<file path="src/rtl/ffa_pkg.sv">
// Package for the first-fit heap allocator.
// Holds the payload structs, the table entry type and the status codes.
// No dependencies.
package ffa_pkg;

  localparam int unsigned FieldW = 23;

  typedef enum logic [2:0] {
    ST_ALLOCATED = 3'd0,
    ST_NO_FIT    = 3'd1,
    ST_FREED     = 3'd2,
    ST_REFUSED   = 3'd3,
    ST_NO_BLOCK  = 3'd4,
    ST_NULL      = 3'd5
  } status_e;

  localparam logic REQ_ALLOC = 1'b0;
  localparam logic REQ_FREE  = 1'b1;

  typedef struct packed {
    logic              req_type;
    logic [FieldW-1:0] request_size;
    logic [FieldW-1:0] payload_offset;
    logic              free_permitted;
  } req_t;

  typedef struct packed {
    logic [FieldW-1:0] result_offset;
    logic [2:0]        status;
  } rsp_t;

  // One row of the block table.
  typedef struct packed {
    logic              used;
    logic [FieldW-1:0] size;
  } entry_t;

endpackage

</file>
<file path="src/rtl/ffa_mem.sv">
// Block table memory: one write port, one registered read port.
// Entry 0 reads as its reset value until first written. Depends on ffa_pkg.
module ffa_mem import ffa_pkg::*; #(
  parameter int unsigned Depth = 64,
  parameter int unsigned IdxW  = 6
) (
  input  logic            clk_i,
  input  logic            rst_ni,
  input  entry_t          entry0_rst_i,
  input  logic            re_i,
  input  logic [IdxW-1:0] raddr_i,
  output entry_t          rdata_o,
  input  logic            we_i,
  input  logic [IdxW-1:0] waddr_i,
  input  entry_t          wdata_i
);

  entry_t mem [Depth];
  entry_t rdata_q;
  logic   init_q;
  logic   zero_q;

  // Array write and registered read.
  always_ff @(posedge clk_i) begin
    if (we_i) begin
      mem[waddr_i] <= wdata_i;
    end
    if (re_i) begin
      rdata_q <= mem[raddr_i];
    end
  end

  // Valid mark for entry 0, and whether the last read hit the unwritten entry 0.
  always_ff @(posedge clk_i or negedge rst_ni) begin
    if (!rst_ni) begin
      init_q <= 1'b0;
      zero_q <= 1'b0;
    end else begin
      if (we_i && (waddr_i == '0)) begin
        init_q <= 1'b1;
      end
      if (re_i) begin
        zero_q <= (raddr_i == '0) && !init_q;
      end
    end
  end

  assign rdata_o = zero_q ? entry0_rst_i : rdata_q;

endmodule

</file>
<file path="src/rtl/ffa_ctrl.sv">
// Sequencer for the allocator: table walks, split shift and merge compaction.
// Drives the table memory ports. Depends on ffa_pkg.
module ffa_ctrl import ffa_pkg::*; #(
  parameter int unsigned MaxBlocks   = 64,
  parameter int unsigned HeaderBytes = 12,
  parameter int unsigned IdxW        = 6,
  parameter int unsigned CntW        = 7
) (
  input  logic            clk_i,
  input  logic            rst_ni,
  input  logic            req_valid_i,
  input  req_t            req_i,
  output logic            busy_o,
  output logic            res_valid_o,
  input  logic            res_ready_i,
  output rsp_t            res_o,
  output logic            re_o,
  output logic [IdxW-1:0] raddr_o,
  input  entry_t          rdata_i,
  output logic            we_o,
  output logic [IdxW-1:0] waddr_o,
  output entry_t          wdata_o
);

  localparam int unsigned HdrW = FieldW + IdxW + 1;
  localparam logic [FieldW-1:0] HdrSz = FieldW'(HeaderBytes);

  typedef enum logic [3:0] {
    S_IDLE, S_A_RD, S_A_CHK, S_SH_RD, S_SH_WR, S_SP_HI, S_SP_LO,
    S_F_RD, S_F_CHK, S_M_RD, S_M_PROC, S_M_END, S_DONE
  } state_e;

  state_e            state_q;
  req_t              req_q;
  rsp_t              res_q;
  logic [CntW-1:0]   count_q;
  logic [CntW-1:0]   i_q;
  logic [CntW-1:0]   j_q;
  logic [CntW-1:0]   w_q;
  logic [HdrW-1:0]   hdr_q;
  logic [FieldW-1:0] rest_q;
  entry_t            pend_q;
  logic              pend_ok_q;

  logic              fits;
  logic [FieldW-1:0] rest;
  logic [HdrW-1:0]   hdr_next;
  logic [HdrW-1:0]   pay_off;

  assign fits     = !rdata_i.used && (rdata_i.size >= req_q.request_size);
  assign rest     = rdata_i.size - req_q.request_size;
  assign hdr_next = hdr_q + HdrW'(HeaderBytes) + HdrW'(rdata_i.size);
  assign pay_off  = hdr_q + HdrW'(HeaderBytes);

  assign busy_o      = (state_q != S_IDLE);
  assign res_valid_o = (state_q == S_DONE);
  assign res_o       = res_q;

  // Memory port control.
  always_comb begin
    re_o    = 1'b0;
    raddr_o = i_q[IdxW-1:0];
    we_o    = 1'b0;
    waddr_o = i_q[IdxW-1:0];
    wdata_o = rdata_i;
    unique case (state_q)
      S_A_RD: re_o = (i_q != count_q);
      S_F_RD: re_o = (i_q != count_q);
      S_M_RD: re_o = (i_q != count_q);
      S_A_CHK: begin
        if (fits && !(rest > HdrSz && count_q < CntW'(MaxBlocks))) begin
          we_o         = 1'b1;
          wdata_o.used = 1'b1;
        end
      end
      S_SH_RD: begin
        re_o    = (j_q != i_q + CntW'(1));
        raddr_o = j_q[IdxW-1:0] - IdxW'(1);
      end
      S_SH_WR: begin
        we_o    = 1'b1;
        waddr_o = j_q[IdxW-1:0];
      end
      S_SP_HI: begin
        we_o    = 1'b1;
        waddr_o = i_q[IdxW-1:0] + IdxW'(1);
        wdata_o = '{used: 1'b0, size: rest_q - HdrSz};
      end
      S_SP_LO: begin
        we_o    = 1'b1;
        wdata_o = '{used: 1'b1, size: req_q.request_size};
      end
      S_F_CHK: begin
        if (pay_off == HdrW'(req_q.payload_offset)) begin
          we_o         = 1'b1;
          wdata_o.used = 1'b0;
        end
      end
      S_M_PROC: begin
        if (pend_ok_q && !(!pend_q.used && !rdata_i.used)) begin
          we_o    = 1'b1;
          waddr_o = w_q[IdxW-1:0];
          wdata_o = pend_q;
        end
      end
      S_M_END: begin
        we_o    = 1'b1;
        waddr_o = w_q[IdxW-1:0];
        wdata_o = pend_q;
      end
      default: ;
    endcase
  end

  // State and registered results.
  always_ff @(posedge clk_i or negedge rst_ni) begin
    if (!rst_ni) begin
      state_q   <= S_IDLE;
      count_q   <= CntW'(1);
      pend_ok_q <= 1'b0;
      i_q       <= '0;
      j_q       <= '0;
      w_q       <= '0;
      hdr_q     <= '0;
    end else begin
      unique case (state_q)
        S_IDLE: begin
          if (req_valid_i) begin
            req_q <= req_i;
            i_q   <= '0;
            hdr_q <= '0;
            res_q.result_offset <= '0;
            if (req_i.req_type == REQ_ALLOC) begin
              state_q <= S_A_RD;
            end else if (req_i.payload_offset == '0) begin
              res_q.status <= ST_NULL;
              state_q      <= S_DONE;
            end else if (!req_i.free_permitted) begin
              res_q.status <= ST_REFUSED;
              state_q      <= S_DONE;
            end else begin
              state_q <= S_F_RD;
            end
          end
        end
        S_A_RD: begin
          if (i_q == count_q) begin
            res_q.status <= ST_NO_FIT;
            state_q      <= S_DONE;
          end else begin
            state_q <= S_A_CHK;
          end
        end
        S_A_CHK: begin
          if (fits) begin
            res_q.result_offset <= pay_off[FieldW-1:0];
            res_q.status        <= ST_ALLOCATED;
            rest_q              <= rest;
            j_q                 <= count_q;
            if (rest > HdrSz && count_q < CntW'(MaxBlocks)) begin
              state_q <= S_SH_RD;
            end else begin
              state_q <= S_DONE;
            end
          end else begin
            hdr_q   <= hdr_next;
            i_q     <= i_q + CntW'(1);
            state_q <= S_A_RD;
          end
        end
        // Shift the rows above the split point up by one, top first.
        S_SH_RD: begin
          state_q <= (j_q == i_q + CntW'(1)) ? S_SP_HI : S_SH_WR;
        end
        S_SH_WR: begin
          j_q     <= j_q - CntW'(1);
          state_q <= S_SH_RD;
        end
        S_SP_HI: state_q <= S_SP_LO;
        S_SP_LO: begin
          count_q <= count_q + CntW'(1);
          state_q <= S_DONE;
        end
        S_F_RD: begin
          if (i_q == count_q) begin
            res_q.status <= ST_NO_BLOCK;
            state_q      <= S_DONE;
          end else begin
            state_q <= S_F_CHK;
          end
        end
        S_F_CHK: begin
          if (pay_off == HdrW'(req_q.payload_offset)) begin
            res_q.status <= ST_FREED;
            i_q          <= '0;
            w_q          <= '0;
            pend_ok_q    <= 1'b0;
            state_q      <= S_M_RD;
          end else begin
            hdr_q   <= hdr_next;
            i_q     <= i_q + CntW'(1);
            state_q <= S_F_RD;
          end
        end
        // Merge pass: compact the table, folding runs of free rows together.
        S_M_RD: begin
          state_q <= (i_q == count_q) ? S_M_END : S_M_PROC;
        end
        S_M_PROC: begin
          pend_ok_q <= 1'b1;
          if (!pend_ok_q) begin
            pend_q <= rdata_i;
          end else if (!pend_q.used && !rdata_i.used) begin
            pend_q.size <= pend_q.size + HdrSz + rdata_i.size;
          end else begin
            pend_q <= rdata_i;
            w_q    <= w_q + CntW'(1);
          end
          i_q     <= i_q + CntW'(1);
          state_q <= S_M_RD;
        end
        S_M_END: begin
          count_q <= w_q + CntW'(1);
          state_q <= S_DONE;
        end
        S_DONE: begin
          if (res_ready_i) begin
            state_q <= S_IDLE;
          end
        end
        default: state_q <= S_IDLE;
      endcase
    end
  end

  // The table never empties or overflows.
  a_count_range: assert property (@(posedge clk_i) disable iff (!rst_ni)
    (count_q != '0) && (count_q <= CntW'(MaxBlocks)))
    else $error("block count out of range");

  // Compaction never writes past the row being read.
  a_merge_order: assert property (@(posedge clk_i) disable iff (!rst_ni)
    (state_q == S_M_PROC) |-> (w_q < i_q + CntW'(1)))
    else $error("merge write overtook read");

  // Checked rows always lie inside the table.
  a_walk_bound: assert property (@(posedge clk_i) disable iff (!rst_ni)
    (state_q == S_A_CHK || state_q == S_F_CHK) |-> (i_q < count_q))
    else $error("walk past table end");

  // A split always grows the table by one row.
  a_split_grow: assert property (@(posedge clk_i) disable iff (!rst_ni)
    (state_q == S_SP_LO) |=> (count_q == $past(count_q) + CntW'(1)))
    else $error("split did not add a row");

endmodule

</file>
<file path="src/rtl/first_fit_heap_allocator_unit.sv">
// First-fit heap allocator top level: table memory, sequencer, output register.
// Allocate walks rows to the first fit and on a split shifts the rows above it up;
// free walks rows to the block and then makes a merge pass over the table.
// One request is in work at a time; the table memory's single read port sets the pace.
// After reset the table holds one free block of the whole heap less one header.
// Depends on ffa_pkg, ffa_mem and ffa_ctrl.
module first_fit_heap_allocator_unit import ffa_pkg::*; #(
  parameter int unsigned MaxBlocks   = 64,
  parameter int unsigned HeapBytes   = 4194304,
  parameter int unsigned HeaderBytes = 12
) (
  input  logic clk_i,
  input  logic rst_ni,
  input  logic in_valid_i,
  output logic in_stall_o,
  input  req_t in_req_i,
  output logic out_valid_o,
  input  logic out_stall_i,
  output rsp_t out_rsp_o
);

  localparam int unsigned IdxW = (MaxBlocks > 1) ? $clog2(MaxBlocks) : 1;
  localparam int unsigned CntW = $clog2(MaxBlocks + 1);

  logic            busy;
  logic            res_valid;
  logic            res_ready;
  rsp_t            res;
  logic            re;
  logic [IdxW-1:0] raddr;
  entry_t          rdata;
  logic            we;
  logic [IdxW-1:0] waddr;
  entry_t          wdata;
  entry_t          entry0_rst;
  logic            out_valid_q;
  rsp_t            out_rsp_q;

  assign entry0_rst = '{used: 1'b0, size: FieldW'(HeapBytes - HeaderBytes)};

  ffa_mem #(.Depth(MaxBlocks), .IdxW(IdxW)) u_mem (
    .clk_i, .rst_ni,
    .entry0_rst_i(entry0_rst),
    .re_i(re), .raddr_i(raddr), .rdata_o(rdata),
    .we_i(we), .waddr_i(waddr), .wdata_i(wdata)
  );

  ffa_ctrl #(
    .MaxBlocks(MaxBlocks), .HeaderBytes(HeaderBytes), .IdxW(IdxW), .CntW(CntW)
  ) u_ctrl (
    .clk_i, .rst_ni,
    .req_valid_i(in_valid_i), .req_i(in_req_i), .busy_o(busy),
    .res_valid_o(res_valid), .res_ready_i(res_ready), .res_o(res),
    .re_o(re), .raddr_o(raddr), .rdata_i(rdata),
    .we_o(we), .waddr_o(waddr), .wdata_o(wdata)
  );

  assign in_stall_o = busy;
  assign res_ready  = !out_valid_q || !out_stall_i;

  // Output register: holds a result until its transfer completes.
  always_ff @(posedge clk_i or negedge rst_ni) begin
    if (!rst_ni) begin
      out_valid_q <= 1'b0;
    end else if (res_ready) begin
      out_valid_q <= res_valid;
    end
  end

  always_ff @(posedge clk_i) begin
    if (res_ready && res_valid) begin
      out_rsp_q <= res;
    end
  end

  assign out_valid_o = out_valid_q;
  assign out_rsp_o   = out_rsp_q;

endmodule
</file>
<file path="config.mk">
export PLATFORM = sky130hd
export DESIGN_NAME = first_fit_heap_allocator_unit
export DESIGN_NICKNAME = d
export VERILOG_FILES = /design/src/rtl/ffa_pkg.sv /design/src/rtl/ffa_mem.sv /design/src/rtl/ffa_ctrl.sv /design/src/rtl/first_fit_heap_allocator_unit.sv
export SDC_FILE = /design/constraint.sdc
export NUM_CORES = 2
export LEC_CHECK = 0
export ABC_AREA = 1
export BUFFER_PORTS_ARGS = -buffer_cell sky130_fd_sc_hd__clkbuf_2
export CORE_UTILIZATION = 60
export CTS_BUF_LIST = sky130_fd_sc_hd__clkbuf_2
export DETAILED_ROUTE_END_ITERATION = 7
export GPL_TIMING_DRIVEN = 0
export HOLD_SLACK_MARGIN = 0.15
export PLACE_DENSITY_LB_ADDON = 0.12
export REMOVE_ABC_BUFFERS = 1
export SLEW_MARGIN = 5
export SYNTH_ARGS = -nofsm -noshare
export SYNTH_HDL_FRONTEND = slang
export SYNTH_HIERARCHICAL = 1
export SYNTH_SLANG_ARGS = --single-unit
</file>
<file path="constraint.sdc">
create_clock -name clk_i -period 15.6 [get_ports clk_i]
set_input_delay 0 -clock clk_i [delete_from_list [all_inputs] [get_ports clk_i]]
set_output_delay 0 -clock clk_i [all_outputs]
set_load 0.1 [all_outputs]
</file>
==> impl_metrics.ini <==
[clock_network]
insertion_delay_ns = 1.77
cts_buffers = 446
post_cts_resize_count = 0
clockBufferDepth = 4
numClockSinks = 1771
clockRootBuffer = clkbuf_2
clk_pin_slew_ns = 0.12
cts_tree = yes
ctsHtreeMaxLevel = 5

[cells_and_area]
final_cells = 11185
nets = 9239
fill_cells = 10249
drive_gt1_share_pct = 12.2
areaGrowthSynthToFinish_pct = 14.3

[timing]
max_freq_mhz = 127
whs_ns = 0.374
rsz0062_at_grt = false
fin_tns_setup_ns = 0
fin_ws_ns = 7.70
final.min_clock_period_ns = 7.90
relSlewSlack_pct = 2.39
slew_violations = 0
skew_ns = 0.164
fin_crit_sh_pct = 50.6
hold_viol = 0
setup_viol = 0
worst_pin_slew_ns = 1.46

[place]
hpwl_um = 151000
gp_congestion = 0.915
place_ws_ns = 8.00
dp_cells = 10213
port_buffers = 79

[synth]
synth_area_um2 = 82000
synth_common_cells = 2,790 x nand2_1, 1,705 x edfxtp_1, 1,100 x inv_1
syn-mean-instance-area_um2 = 9.69
synth_ff_type = edfxtp_1
ys_types = 60
yosys-top-cells-area = edfxtp_1 62%, nand2_1 13%, inv_1 5.0%
synthArstFlopShare_pct = 3.73
ys_ff_latch = 1771
syn-instance-count = 8460
synth-edff-count = 1705
yosys.area.top_type = edfxtp_1
synth_top_cell_area_share_pct = 62.4
yosysWarnings = 6
yosysMostFrequentCell = nand2_1
yosysSeqAreaShare_pct = 64.5

[worst_setup_path]
path_max_fanout = 25
worstSetupEndpointType = register
worstPathRequired_ns = 16.96
cp-start-kind = register
path_class = register to register
cp.arrival_ns = 9.26

[outcome]
violations = capacitance limit
status = complete, but fails checks

[grt]
grt_pass1_wl_um = 352000
grt_pass1_vias = 60169
grt-ovfl-total = 0
antenna_found_initial = 6
grt_max_degree = 152
grt_use_total_pct = 34.1

[routing]
wl_um = 235000
drt_drc_violations_left = 0
via_per_inst = 5.59
avgRoutedWirePerCell_um = 21.0
antenna_left = 0
drt-initial-drc-count = 6986
drtPass1Iterations = 6
dr_total_vias = 62548

[floorplan]
die_x_um = 372
core-area_um2 = 135000
pin_count = 80
die_y_um = 372
row_count = 135
initial_core_util_pct = 60.5
die_area_um2 = 138000

[pwr]
power.density_nw_per_um2 = 183
irDropWorstVdd_mv = 0.197
p_leak_nw = 40.2

[job]
drv_cap = 1

[hold_path]
min_path_type = register to register
## registers in the layout (all words and copies together), names as in the netlist
register          cells
u_mem/mem          1536
u_ctrl/req_q         46
u_ctrl/hdr_q         30
out_rsp_o            26
u_ctrl/res_o         26
u_ctrl/pend_q        24
u_mem/rdata_q        24
u_ctrl/rest_q        23
u_ctrl/count_q        7
u_ctrl/i_q            7
u_ctrl/j_q            7
u_ctrl/w_q            7
u_ctrl/state_q        4
out_valid_o           1
u_ctrl/pend_ok_q      1
u_mem/init_q          1
u_mem/zero_q          1
## final cells by class
| type | count | area, µm² | area share, % |
|---|---|---|---|
| antenna | 9 | 22.5 | 0.0240 |
| clock buffer | 634 | 3170 | 3.39 |
| clock inverter | 120 | 582 | 0.621 |
| inverter | 1112 | 4200 | 4.48 |
| multi-input combinational | 5234 | 24100 | 25.7 |
| sequential | 1771 | 52900 | 56.4 |
| tap | 1781 | 2230 | 2.38 |
| timing repair buffer | 524 | 6580 | 7.02 |
## cell usage in the layout (no fill, tap or decap), types with 62 or more instances in the layout
master	instances
inv_1	1100
buf_4	81
a21oi_1	147
clkbuf_2	712
clkinv_1	94
nor2_1	661
edfxtp_1	1705
dlygate4sd3_1	209
ha_1	95
nand2_1	2788
buf_16	62
buf_12	81
o21ai_0	259
dfrtp_1	65
nand3_1	799
nand4_1	75
## critical path, cell delays in order (launching register included)
cell and delay [ns]:
dfrtp_1 0.85, inv_2 0.38, nand2_1 0.15, nand2_1 0.40, ha_1 0.59, nand2_1 0.08
nor2_1 0.14, nand2_1 0.06, nand3_1 0.18, nand3_1 0.16, nand3_1 0.12, nand2_1 0.11
nand2_1 0.08, nand2_1 0.04, nand2_1 0.18, nand3_1 0.53, inv_1 0.27, nand2_1 0.21
nand3_1 0.46, nand4_1 1.23, nor2_4 1.11, buf_16 0.25
## power by group
part           internal [mW]  leakage (nW)  switching (mW)
registers               6.56          16.3          0.0996
logic                   2.15          21.0            5.32
clock network           1.15          2.92            1.84
total                   9.86          40.2            7.26
## layer usage
layer / up-vias / global-route usage (%) / part of all wire [%]
li1: 29171 / - / -
met1: 29494 / 47.5 / 40
met2: 3313 / 53.2 / 46
met3: 568 / 5.69 / 10
met4: 2 / 14.5 / 3.8
met5: - / 0 / 0.0051
## path summary, 6_finish.rpt
| path | start | to | slack (ns) | cells past startpoint |
|---|---|---|---|---|
| max | u_mem/zero_q | u_mem/mem[25][5] | 7.70 | 21 |
| max reg2reg | u_mem/zero_q | u_mem/mem[25][5] | 7.70 | 21 |
| max in group asynchronous | rst_ni | u_ctrl/count_q[0] | 14.17 | 6 |
| min reg2reg | u_ctrl/res_o[20] | out_rsp_o[20] | 0.37 | 0 |
| min in group asynchronous | rst_ni | u_ctrl/hdr_q[4] | 0.49 | 5 |
| min | u_ctrl/res_o[20] | out_rsp_o[20] | 0.37 | 0 |
## cells by family after synthesis
logic type	count (synthesis)	share of synthesized area, %
mux	1	0.0122
simple gates	4519	22.5
buf+inv	1477	7.19
flops	1771	64.5
other cells	2	0.00916
fa+ha+maj	98	1.52
xor+xnor	67	0.732
compound gates	525	3.53
## repair_timing
action | 4_1_cts | 5_1_grt
endpoints found under the setup margin | 0 | 0
buffers inserted | 0 | 0
hold buffers | 209 | 0
endpoints found under the hold margin | 301 | 0
## through the flow
step                total power, mW  utilization [%]  instance area (µm²)
floorplan                      12.5                -                80400
global placement               14.3             61.3                83000
detailed placement             14.0             64.8                87800
CTS                            17.0             69.2                93700
global route                   18.0             69.2                93700
finish                         17.1             69.2                93700
Note: power is estimated with default switching activity, not from simulation.
